==> src/sv/acbs_pkg.sv <==
// Shared types and constants for the assist-control breath sequencer.
// No dependencies; used by the core, the margin check and the checker.
`default_nettype none

package acbs_pkg;

  localparam int unsigned PressW  = 16;
  localparam int unsigned TimeW   = 32;
  localparam int unsigned MsCfgW  = 16;
  localparam int unsigned PresCfgW = 15;
  localparam int unsigned MarginW = 10;
  localparam int unsigned CfgIdxW = 3;
  localparam int unsigned CfgDataW = 16;

  typedef enum logic [3:0] {
    PH_START   = 4'd0,
    PH_WAIT    = 4'd1,
    PH_INHCMD  = 4'd2,
    PH_INHALE  = 4'd3,
    PH_ABORT   = 4'd4,
    PH_PLATEAU = 4'd5,
    PH_EXHCMD  = 4'd6,
    PH_EXHALE  = 4'd7,
    PH_RESET   = 4'd8
  } phase_e;

  typedef enum logic [CfgIdxW-1:0] {
    CFG_TRIG_TIMEOUT = 3'd0,
    CFG_TRIG_DROP    = 3'd1,
    CFG_INHALE       = 3'd2,
    CFG_PLATEAU      = 3'd3,
    CFG_RETURN       = 3'd4,
    CFG_PIP_LIMIT    = 3'd5,
    CFG_MARGIN       = 3'd6
  } cfg_idx_e;

  localparam logic [MsCfgW-1:0]   TrigTimeoutRst = 16'd5000;
  localparam logic [PresCfgW-1:0] TrigDropRst    = 15'd200;
  localparam logic [MsCfgW-1:0]   InhaleRst      = 16'd1000;
  localparam logic [MsCfgW-1:0]   PlateauRst     = 16'd300;
  localparam logic [MsCfgW-1:0]   ReturnRst      = 16'd1000;
  localparam logic [PresCfgW-1:0] PipLimitRst    = 15'd4000;
  localparam logic [MarginW-1:0]  MarginRst      = 10'd256;

endpackage

`default_nettype wire

==> src/sv/acbs_margin_chk.sv <==
// High-PIP check: pressure times Q2.8 margin, floored, saturated, compared.
// Depends on acbs_pkg for widths.
`default_nettype none

module acbs_margin_chk (
  input  logic signed [acbs_pkg::PressW-1:0]   pressure_i,
  input  logic        [acbs_pkg::MarginW-1:0]  margin_i,
  input  logic        [acbs_pkg::PresCfgW-1:0] limit_i,
  output logic                                 over_o
);

  logic signed [25:0] prod;
  logic signed [17:0] scaled;
  logic signed [15:0] sat;

  // Dropping the low eight bits of a two's complement value floors it.
  assign prod   = pressure_i * $signed({1'b0, margin_i});
  assign scaled = prod[25:8];

  always_comb begin
    if (scaled > 18'sd32767) begin
      sat = 16'sh7FFF;
    end else if (scaled < -18'sd32768) begin
      sat = 16'sh8000;
    end else begin
      sat = scaled[15:0];
    end
  end

  assign over_o = $signed({{2{sat[15]}}, sat}) > $signed({3'b000, limit_i});

endmodule

`default_nettype wire

==> src/sv/assist_control_breath_sequencer_core.sv <==
// Top level of the assist-control breath sequencer.
// Depends on acbs_pkg and acbs_margin_chk.
`default_nettype none

// One input beat is one step of the breath cycle (start, trigger wait,
// inhale command, inhale, abort, plateau, exhale command, exhale, reset)
// and yields exactly one result beat. A beat is taken into an input
// register; from there the phase logic and the margin multiply work
// on it and load the result register and the breath state together. The
// block takes one beat per cycle while out_stall_i is low: the input
// register refills in the same cycle in which its beat moves into the
// result register, and the result register reloads in the cycle its beat
// is taken. A beat passes the input register and then the result
// register before it leaves. in_stall_o rises only while both
// registers are full and out_stall_i is high. Configuration writes land at
// once on a rising edge with cfg_we_i high; write them only while no beat
// is in flight. Indexes past the last register are dropped.
module assist_control_breath_sequencer_core (
  input  logic                                 clk_i,
  input  logic                                 rst_ni,
  // Configuration write port
  input  logic                                 cfg_we_i,
  input  logic        [acbs_pkg::CfgIdxW-1:0]  cfg_idx_i,
  input  logic        [acbs_pkg::CfgDataW-1:0] cfg_wdata_i,
  // Input channel
  input  logic                                 in_valid_i,
  output logic                                 in_stall_o,
  input  logic        [acbs_pkg::TimeW-1:0]    now_ms_i,
  input  logic signed [acbs_pkg::PressW-1:0]   pressure_i,
  // Result channel
  output logic                                 out_valid_o,
  input  logic                                 out_stall_i,
  output logic        [3:0]                    phase_o,
  output logic                                 motor_stop_o,
  output logic                                 pip_abort_o,
  output logic                                 breath_done_o,
  output logic signed [acbs_pkg::PressW-1:0]   last_peak_o,
  output logic signed [acbs_pkg::PressW-1:0]   last_plateau_o,
  output logic signed [acbs_pkg::PressW-1:0]   last_peep_o
);

  // Configuration registers
  logic [acbs_pkg::MsCfgW-1:0]   trig_timeout_q;
  logic [acbs_pkg::PresCfgW-1:0] trig_drop_q;
  logic [acbs_pkg::MsCfgW-1:0]   inhale_ms_q;
  logic [acbs_pkg::MsCfgW-1:0]   plateau_ms_q;
  logic [acbs_pkg::MsCfgW-1:0]   return_ms_q;
  logic [acbs_pkg::PresCfgW-1:0] pip_limit_q;
  logic [acbs_pkg::MarginW-1:0]  margin_q;

  // Input register
  logic                                in_vld_q;
  logic [acbs_pkg::TimeW-1:0]          now_q;
  logic signed [acbs_pkg::PressW-1:0]  pres_q;

  // Breath state
  acbs_pkg::phase_e                    phase_q, phase_d;
  logic [acbs_pkg::TimeW-1:0]          timer_start_q, timer_start_d;
  logic signed [acbs_pkg::PressW-1:0]  run_peak_q, run_peak_d;
  logic signed [acbs_pkg::PressW-1:0]  peak_hold_q, peak_hold_d;
  logic signed [acbs_pkg::PressW-1:0]  plat_hold_q, plat_hold_d;
  logic signed [acbs_pkg::PressW-1:0]  peep_hold_q, peep_hold_d;

  // Result register (pulses; the hold values and phase are read from state)
  logic out_vld_q;
  logic stop_q, stop_d;
  logic abort_q, abort_d;
  logic done_q, done_d;

  logic                               fire;
  logic                               in_acc;
  logic [acbs_pkg::TimeW-1:0]         elapsed;
  logic signed [acbs_pkg::PressW:0]   trig_thr;
  logic signed [acbs_pkg::PressW-1:0] peak_upd;
  logic                               pip_over;
  logic                               timeout_wait;
  logic                               timeout_inh;
  logic                               timeout_plat;
  logic                               timeout_ret;
  logic                               trig_drop_hit;

  // Handshake: advance the input beat whenever the result slot is free or
  // being drained this cycle.
  assign fire       = in_vld_q & (~out_vld_q | ~out_stall_i);
  assign in_stall_o = in_vld_q & ~fire;
  assign in_acc     = in_valid_i & ~in_stall_o;

  // Step datapath
  assign elapsed       = now_q - timer_start_q;
  assign timeout_wait  = elapsed > {16'd0, trig_timeout_q};
  assign timeout_inh   = elapsed > {16'd0, inhale_ms_q};
  assign timeout_plat  = elapsed > {16'd0, plateau_ms_q};
  assign timeout_ret   = elapsed > {16'd0, return_ms_q};
  assign trig_thr      = $signed({peep_hold_q[15], peep_hold_q})
                         - $signed({2'b00, trig_drop_q});
  assign trig_drop_hit = $signed({pres_q[15], pres_q}) < trig_thr;
  assign peak_upd      = (pres_q > run_peak_q) ? pres_q : run_peak_q;

  acbs_margin_chk u_margin (
    .pressure_i (pres_q),
    .margin_i   (margin_q),
    .limit_i    (pip_limit_q),
    .over_o     (pip_over)
  );

  // Phase logic
  always_comb begin
    phase_d       = phase_q;
    timer_start_d = timer_start_q;
    run_peak_d    = run_peak_q;
    peak_hold_d   = peak_hold_q;
    plat_hold_d   = plat_hold_q;
    peep_hold_d   = peep_hold_q;
    stop_d        = 1'b0;
    abort_d       = 1'b0;
    done_d        = 1'b0;
    unique case (phase_q)
      acbs_pkg::PH_START: begin
        timer_start_d = now_q;
        run_peak_d    = '0;
        phase_d       = acbs_pkg::PH_WAIT;
      end
      acbs_pkg::PH_WAIT: begin
        // Forced breath on timeout, patient breath on a pressure drop.
        if (timeout_wait || trig_drop_hit) begin
          phase_d = acbs_pkg::PH_INHCMD;
        end
      end
      acbs_pkg::PH_INHCMD: begin
        timer_start_d = now_q;
        phase_d       = acbs_pkg::PH_INHALE;
      end
      acbs_pkg::PH_INHALE: begin
        run_peak_d = peak_upd;
        // Abort takes priority over the normal end of inhale.
        if (pip_over) begin
          stop_d        = 1'b1;
          abort_d       = 1'b1;
          peak_hold_d   = peak_upd;
          timer_start_d = now_q;
          phase_d       = acbs_pkg::PH_ABORT;
        end else if (timeout_inh) begin
          peak_hold_d   = peak_upd;
          timer_start_d = now_q;
          phase_d       = acbs_pkg::PH_PLATEAU;
        end
      end
      acbs_pkg::PH_ABORT: begin
        phase_d = acbs_pkg::PH_EXHALE;
      end
      acbs_pkg::PH_PLATEAU: begin
        if (timeout_plat) begin
          timer_start_d = now_q;
          phase_d       = acbs_pkg::PH_EXHCMD;
        end
      end
      acbs_pkg::PH_EXHCMD: begin
        plat_hold_d = pres_q;
        phase_d     = acbs_pkg::PH_EXHALE;
      end
      acbs_pkg::PH_EXHALE: begin
        if (timeout_ret) begin
          phase_d = acbs_pkg::PH_RESET;
        end
      end
      acbs_pkg::PH_RESET: begin
        peep_hold_d = pres_q;
        done_d      = 1'b1;
        phase_d     = acbs_pkg::PH_START;
      end
      default: begin
        // Unused phase code: restart the cycle, touch nothing else.
        phase_d = acbs_pkg::PH_START;
      end
    endcase
  end

  // Configuration registers
  always_ff @(posedge clk_i or negedge rst_ni) begin
    if (!rst_ni) begin
      trig_timeout_q <= acbs_pkg::TrigTimeoutRst;
      trig_drop_q    <= acbs_pkg::TrigDropRst;
      inhale_ms_q    <= acbs_pkg::InhaleRst;
      plateau_ms_q   <= acbs_pkg::PlateauRst;
      return_ms_q    <= acbs_pkg::ReturnRst;
      pip_limit_q    <= acbs_pkg::PipLimitRst;
      margin_q       <= acbs_pkg::MarginRst;
    end else if (cfg_we_i) begin
      unique case (cfg_idx_i)
        acbs_pkg::CFG_TRIG_TIMEOUT: trig_timeout_q <= cfg_wdata_i;
        acbs_pkg::CFG_TRIG_DROP:    trig_drop_q    <= cfg_wdata_i[acbs_pkg::PresCfgW-1:0];
        acbs_pkg::CFG_INHALE:       inhale_ms_q    <= cfg_wdata_i;
        acbs_pkg::CFG_PLATEAU:      plateau_ms_q   <= cfg_wdata_i;
        acbs_pkg::CFG_RETURN:       return_ms_q    <= cfg_wdata_i;
        acbs_pkg::CFG_PIP_LIMIT:    pip_limit_q    <= cfg_wdata_i[acbs_pkg::PresCfgW-1:0];
        acbs_pkg::CFG_MARGIN:       margin_q       <= cfg_wdata_i[acbs_pkg::MarginW-1:0];
        default: begin
          // Drop writes past the last register.
        end
      endcase
    end
  end

  // Input register: load on accept, hold while stalled.
  always_ff @(posedge clk_i or negedge rst_ni) begin
    if (!rst_ni) begin
      in_vld_q <= 1'b0;
    end else if (in_acc) begin
      in_vld_q <= 1'b1;
    end else if (fire) begin
      in_vld_q <= 1'b0;
    end
  end

  always_ff @(posedge clk_i) begin
    if (in_acc) begin
      now_q  <= now_ms_i;
      pres_q <= pressure_i;
    end
  end

  // Breath state and result register advance together, so the hold values
  // always match the beat sitting in the result register.
  always_ff @(posedge clk_i or negedge rst_ni) begin
    if (!rst_ni) begin
      phase_q       <= acbs_pkg::PH_START;
      timer_start_q <= '0;
      run_peak_q    <= '0;
      peak_hold_q   <= '0;
      plat_hold_q   <= '0;
      peep_hold_q   <= '0;
      out_vld_q     <= 1'b0;
    end else begin
      if (fire) begin
        phase_q       <= phase_d;
        timer_start_q <= timer_start_d;
        run_peak_q    <= run_peak_d;
        peak_hold_q   <= peak_hold_d;
        plat_hold_q   <= plat_hold_d;
        peep_hold_q   <= peep_hold_d;
        out_vld_q     <= 1'b1;
      end else if (!out_stall_i) begin
        out_vld_q     <= 1'b0;
      end
    end
  end

  always_ff @(posedge clk_i) begin
    if (fire) begin
      stop_q  <= stop_d;
      abort_q <= abort_d;
      done_q  <= done_d;
    end
  end

  assign out_valid_o    = out_vld_q;
  assign phase_o        = phase_q;
  assign motor_stop_o   = stop_q;
  assign pip_abort_o    = abort_q;
  assign breath_done_o  = done_q;
  assign last_peak_o    = peak_hold_q;
  assign last_plateau_o = plat_hold_q;
  assign last_peep_o    = peep_hold_q;

endmodule

`default_nettype wire

==> config.mk <==
export PLATFORM = sky130hd
export DESIGN_NAME = assist_control_breath_sequencer_core
export DESIGN_NICKNAME = d
export VERILOG_FILES = /design/src/sv/acbs_pkg.sv /design/src/sv/acbs_margin_chk.sv /design/src/sv/assist_control_breath_sequencer_core.sv
export SDC_FILE = /design/constraint.sdc
export NUM_CORES = 1
export LEC_CHECK = 0
export ABC_AREA = 0
export BUFFER_PORTS_ARGS = -buffer_cell sky130_fd_sc_hd__buf_2
export CORE_ASPECT_RATIO = 1.1
export CORE_UTILIZATION = 55
export CTS_CLUSTER_SIZE = 25
export DETAILED_ROUTE_END_ITERATION = 6
export PLACE_DENSITY_LB_ADDON = 0.15
export REMOVE_ABC_BUFFERS = 1
export SYNTH_ARGS = -nofsm -noshare
export SYNTH_HDL_FRONTEND = slang
export SYNTH_SLANG_ARGS = --single-unit
==> constraint.sdc <==
create_clock -name clk_i -period 9.05 [get_ports clk_i]
set_clock_uncertainty 0.05 [all_clocks]
set_input_delay 1.3575 -clock clk_i [delete_from_list [all_inputs] [get_ports clk_i]]
set_output_delay 1.3575 -clock clk_i [all_outputs]
set_load 0.02 [all_outputs]
==> reports/qor.txt, run 1 <==
Status - finished, final reports clean
Req. time, crit path - 9450 ps
Vias per std cell - 5.779
RSZ-0062 raised after global routing - no
Number of remaining DRC errors - 0
Placed instance count - 2899
HPWL after DPL - 42840 um
Worst Hold Class - flip-flop to flip-flop
Root Buffer - clkbuf_16
Avg Inst Size Synth - 9.348 um2
Synth warn - 0
Setup crit start kind - flip-flop
DR WL/cell - 18.85 um
Total clock buffers created by CTS - 30
Vias - 17.08k
Worst path arrival time - 9160 ps
Synthesized area - 21720 um2
CTS tree - built
Hold depth - 1
Post-synthesis sequential area ratio - 30.82%
Mapped Cells - 2324
EDFF count, synth - 50
Initial drt markers - 924
Finished Layout Cells - 2956
Sink Count - 256
Worst slew pin tran - 1243 ps
R2R Path Start - margin_q[5]$_DFFE_PN0P_
Die H - 210.4 um
Reg2reg end - last_peak_o[6]$_DFFE_PN0P_
Port Buffers - 128
All-layer global routing usage - 28.41%
WHS Endpoint - last_peak_o[12]$_DFFE_PN0P_
Crit-path max cell delay - 610 ps
Final net count - 2851
Vias in the first global route - 17.51k
Max-cap viol count - 0
Core Region - 39080 um2
HP Start - last_peak_o[12]$_DFFE_PN0P_
Area added between synthesis and finish - 10.02%
Top-area cell type share of the netlist area - 20.16%
Fin. max-slew vios - 0
Worst slew margin - 17.14%
Tcrit/Tclk final - 96.79%
DIE AREA - 40300 um2
Layout cells sized above 1 - 15.48%
Max frequency - 114.2 MHz
CP Capture Type - flip-flop
Most common cell after layout, fill and taps aside - inv_1
First-pass GRT wire length - 89980 um
Worst reg2reg path depth - 31
Htree depth - 1
Prevailing post-synth register cell - dfrtp_1
Dominant cell type by area after synthesis - dfrtp_1
Hold Fails Final Rpt - 0
Ranking of synthesized cells by area - dfrtp_1 20%, fa_1 13%, ha_1 12%
# hold bufs at CTS - 0
Largest net degree at the start of global routing - 75
Fin crit period - 8759 ps
Initial antenna violation count - 2
Most frequent cells in the layout - 343 x inv_1, 267 x nand2_1, 212 x ha_1, 171 x dfrtp_1, 142 x fa_1
Chip width - 191.5 um
Initial cell density of the core - 55.59%
Clock transition at the registers of the reported paths - 70 ps
GPL Wtd Cong - 0.9313
Routed Antenna Nets - 0
Top-Level Pins - 129
Clk buf depth - 3
Fill cell count - 3360
Clk_lat worst skew - 590 ps
Post-synthesis register bit count - 256
WL final - 55730 um
Ys async rst share - 80.47%
Cell Rows - 76
WS Path Type - flip-flop to flip-flop
Post CTS Setup Buffer Count - 0
Slowest-stage cell, CP - fa_1
Final setup viols - 0
Grt total ovfl - 0
R2R setup slack - 290 ps
Post-synthesis cell type count - 73
Crit-path max FO - 16
Drt pass-1 iters - 5
[synth_stat cells, types with 7 or more instances]
master     count
inv_1        343
nand2_1      268
ha_1         212
dfrtp_1      175
fa_1         143
o21ai_0      131
a21oi_1      119
mux2_2       115
and2_1        93
nand3_1       90
clkbuf_1      81
nor3_1        56
edfxtp_1      50
nor2_1        50
a21o_1        44
dfstp_2       31
xor2_1        30
nand4_1       29
xnor2_1       27
o21a_1        20
nand2b_1      17
a22o_1        16
nor2b_1       16
o211ai_1      11
a31oi_1       10
and3_1        10
mux2_1        10
a2111oi_0      9
a211oi_1       9
o21bai_1       9
buf_2          8
o2111ai_1      8
or3_1          7
[layer usage]
layer	global-route usage [%]	vias to the layer above	part of all wire, %
li1	-	8048	-
met1	33.97	8534	41
met2	52.19	378	52
met3	3.213	122	3.8
met4	10.10	0	3.5
met5	0	-	0
[flip-flops by register name, indices dropped and copies added (netlist names), 4 cells and up]
signal and flops:
now_q 32, trig_drop_q 15, return_ms_q 16, pip_limit_q 15, plateau_ms_q 16, timer_start_q 32
phase_o 4, margin_q 10, last_peep_o 16, pres_q 16, last_peak_o 16, trig_timeout_q 16
run_peak_q 16, last_plateau_o 16, inhale_ms_q 16
[layout make-up]
cell class,count,area [um2],area share (%)
diodes,1,2.502,0.01047
well taps,507,634.4,2.654
multi-input cells,1632,13430,56.19
clock buffers,42,857.1,3.586
repair buffers,160,902.1,3.774
flip-flops and latches,256,6700,28.03
clock inverters,14,83.83,0.3507
inverters,344,1291,5.403
[worst max-delay path by stage]
stage	start	end	slack, ps	cells after the start
after floorplan	pres_q[15]$_DFFE_PP_	phase_o[1]$_DFFE_PN0P_	-2340	27
after global placement	margin_q[7]$_DFFE_PN0P_	last_peak_o[6]$_DFFE_PN0P_	390	30
after detailed placement	margin_q[4]$_DFFE_PN0P_	last_peak_o[6]$_DFFE_PN0P_	60	29
after CTS	margin_q[4]$_DFFE_PN0P_	last_peak_o[6]$_DFFE_PN0P_	50	29
after global routing	margin_q[5]$_DFFE_PN0P_	last_peak_o[13]$_DFFE_PN0P_	50	31
final	margin_q[5]$_DFFE_PN0P_	last_peak_o[6]$_DFFE_PN0P_	290	31
[logic make-up (layout without fill, tap and decap cells)]
family	after synthesis	count (layout)	share of synthesized area (%)
and+or+nand+nor	663	663	14.85
buffers and inverters	436	560	7.631
AOI/OAI and AO/OA	428	428	12.29
adders and majority gates	355	355	25.39
DFF	256	256	30.82
muxes	128	128	6.618
xor gates and xnor gates	58	58	2.402
other	0	1	0
[what timing repair did]
item | CTS | global route
endpoints found under the setup margin | 10 | 52
gates resized for setup | 1 | 9
endpoints found under the hold margin | 0 | 0
[worst max-delay path: cells and delay by family, from the launching register on]
kind,cells,cell delay [ps]
muxes,1,330
and+or+nand+nor,4,520
AOI/OAI and AO/OA,12,2950
buffers and inverters,7,850
DFF,1,480
adders and majority gates,7,3410
[through the flow]
step	util [%]	instance area [um2]	hold slack (ps)	setup TNS [ps]	worst slack, ps
floorplan	-	21360	407.4	-79320	-2335
global placement	58.69	22940	409.8	0	388.3
detailed placement	58.69	22940	420.5	0	63.78
CTS	61.10	23880	433.7	0	48.20
global route	61.15	23900	452.6	0	52.26
finish	61.15	23900	429.2	0	290.7
Power of run 1 is left out: the tool's default activity adds up to more than one toggle a clock period on the data nets, which glitch-free logic cannot reach.
==> inputs of run 2 (changes only) <==
--- a/config.mk
+++ b/config.mk
@@ -8,7 +8,7 @@
 export ABC_AREA = 0
 export BUFFER_PORTS_ARGS = -buffer_cell sky130_fd_sc_hd__buf_2
 export CORE_ASPECT_RATIO = 1.1
-export CORE_UTILIZATION = 55
+export CORE_UTILIZATION = 45
 export CTS_CLUSTER_SIZE = 25
 export DETAILED_ROUTE_END_ITERATION = 6
 export PLACE_DENSITY_LB_ADDON = 0.15
==> run 2 against run 1 <==
Against the previous run: count of clock-buffer cells in the layout grew 4; non-clock buffer count grew 24; worst hold slack gained 6.8 ps; die area grew 22%; largest cell class unchanged; final cell count grew 5.4%.
==> reports/qor.txt, run 2 (same netlist as run 1, synthesis figures left out) <==
Largest registers - now_q x32, timer_start_q x32
Core Region - 47720 um2 (+22%)
Worst Hold Class - flip-flop to flip-flop
M1 wire length - 25590 um (+13%)
Fin. max-slew vios - 0 (unchanged)
Clk buf depth - 3 (unchanged)
Seq. cell area - 6703 um2 (about the same)
Worst path arrival time - 8960 ps (-200 ps)
Initial antenna violation count - 0 (-2)
Layout cells sized above 1 - 16.55% (+1.1 points)
Clk_lat worst skew - 580 ps (about the same)
Fill cell count - 4530 (+35%)
Req. time, crit path - 9460 ps (about the same)
Final setup viols - 0 (unchanged)
Met2 wire length - 28950 um (about the same)
Status - finished, final reports clean
Root Buffer - clkbuf_16
CP Capture Type - flip-flop
Top Layer Used - met4
# hold bufs at CTS - 0 (unchanged)
Routed Antenna Nets - 0 (unchanged)
Reg2reg end - last_peak_o[2]$_DFFE_PN0P_
Number of remaining DRC errors - 0 (unchanged)
Top-Level Pins - 129 (unchanged)
Slowest-stage cell, CP - edfxtp_1
R2R setup slack - 500 ps (+210 ps)
Hold Slack - 436.0 ps (+6.778 ps)
Initial drt markers - 846 (-8.4%)
WL final - 58880 um (+5.7%)
Initial cell density of the core - 45.53% (-10 points)
Clock transition at the registers of the reported paths - 60 ps (about the same)
Grt total ovfl - 0 (unchanged)
Die H - 232.4 um (+10%)
Crit-path max FO - 16 (unchanged)
Antenna cells - 0 (-1)
Met3 WL - 2265 um (+8.0%)
All-layer global routing usage - 24.14% (-4.3 points)
HPWL after DPL - 43840 um (+2.3%)
Critical path origin - pres_q[9]$_DFFE_PP_
DR WL/cell - 18.89 um (+0.20%)
R2R Path Start - pres_q[9]$_DFFE_PP_
Setup crit end - last_peak_o[2]$_DFFE_PN0P_
Fin crit period - 8550 ps (-209.0 ps)
Port Buffers - 128 (unchanged)
CP most frequent cell - fa_1
Chip width - 211.5 um (+10%)
Worst slew margin - 21.49% (+4.4 points)
Most frequent cells in the layout - 343 x inv_1, 267 x nand2_1, 212 x ha_1, 169 x dfrtp_1, 143 x fa_1
Drt pass-1 iters - 7 (+2)
Largest net degree at the start of global routing - 152 (+100%)
Multi-input gate area - 13430 um2 (about the same)
Vias in the first global route - 16.96k (-3.1%)
Total clock buffers created by CTS - 30 (unchanged)
CTS tree - built
Most common cell after layout, fill and taps aside - inv_1
Worst reg2reg path depth - 31 (unchanged)
Area added between synthesis and finish - 12.07%
Sink Count - 256 (unchanged)
Max frequency - 117.0 MHz (+2.4%)
GPL Wtd Cong - 0.9198 (-1.2%)
Crit-path max cell delay - 810 ps (+200 ps)
DIE AREA - 49160 um2 (+22%)
Vias per std cell - 5.398 (-6.6%)
Worst slew pin tran - 1174 ps (-68.82 ps)
Vias - 16.83k (-1.5%)
Htree depth - 1 (unchanged)
WS Path Type - flip-flop to flip-flop
Final net count - 2875 (+0.84%)
Max-cap viol count - 0 (unchanged)
Setup crit start kind - flip-flop
Cell Rows - 84 (+11%)
First-pass GRT wire length - 92620 um (+2.9%)
Tcrit/Tclk final - 94.48% (-2.3 points)
Hold Fails Final Rpt - 0 (unchanged)
run 2: cell types whose count changed in the layout (fill, tap and decap cells not counted), sizes merged:
cell,change
buf,+23
clkbuf,+5
clkinv,-5
inv,+1
diode,-1
run 2: metal layers:
metal	up-vias	track usage (%)
met1	8299	31.25
met5	-	0
li1	8088	-
met4	0	8.741
met2	335	41.48
met3	103	2.807
run 2: worst min path at each step:
| stage | end | from | slack (ps) | cells after the start |
|---|---|---|---|---|
| detailed placement | last_peak_o[12]$_DFFE_PN0P_ | last_peak_o[12]$_DFFE_PN0P_ | 430 | 1 |
| global route | last_plateau_o[0]$_DFFE_PN0P_ | last_plateau_o[0]$_DFFE_PN0P_ | 460 | 2 |
| floorplan | out_valid_o$_DFFE_PN0P_ | in_vld_q$_DFFE_PN0P_ | 410 | 1 |
| CTS | last_peak_o[12]$_DFFE_PN0P_ | last_peak_o[12]$_DFFE_PN0P_ | 440 | 1 |
| finish | last_plateau_o[0]$_DFFE_PN0P_ | last_plateau_o[0]$_DFFE_PN0P_ | 440 | 2 |
| global placement | last_plateau_o[0]$_DFFE_PN0P_ | last_plateau_o[0]$_DFFE_PN0P_ | 420 | 2 |
run 2: area by class of cell:
| type | count | area share [%] |
|---|---|---|
| multi-input combinational | 1632 | 55.17 |
| sequential | 256 | 27.53 |
| inverter | 344 | 5.303 |
| timing repair buffer | 184 | 4.548 |
| clock buffer | 46 | 3.870 |
| tap | 645 | 3.315 |
| clock inverter | 10 | 0.2621 |
run 2: repair_timing:
action | in CTS | in global routing
pin swaps | 0 | 1
gates cloned | 0 | 2
resized for setup | 1 | 11
buffers inserted | 0 | 14
hold endpoints to repair | 0 | 0
setup endpoints to repair | 6 | 52
run 2: per-stage QoR:
step           util (%)  cell area (um2)  setup TNS (ps)  instances  worst slack (ps)
2_1_floorplan         -            21360          -79320       2232             -2335
4_1_cts           50.71            24200               0       3101             159.7
3_5_place_dp      48.58            23180               0       3045             3.525
3_3_place_gp      48.58            23180               0       3045             230.9
6_report          51.03            24350               0       3117             499.7
5_1_grt           51.03            24350          -30.91       3117            -17.35
run 2: worst max-delay path, delay by kind of cell, from the launching register on:
kind,cells,cell delay (ps)
multiplexers,1,410
AND/OR/NAND/NOR,6,950
AO/OA/AOI/OAI,13,2720
XOR/XNOR,1,90
adder cells (fa/ha/maj),7,3220
flip-flops,1,810
buffers and inverters,3,150
Power of run 2 is left out for the same reason.
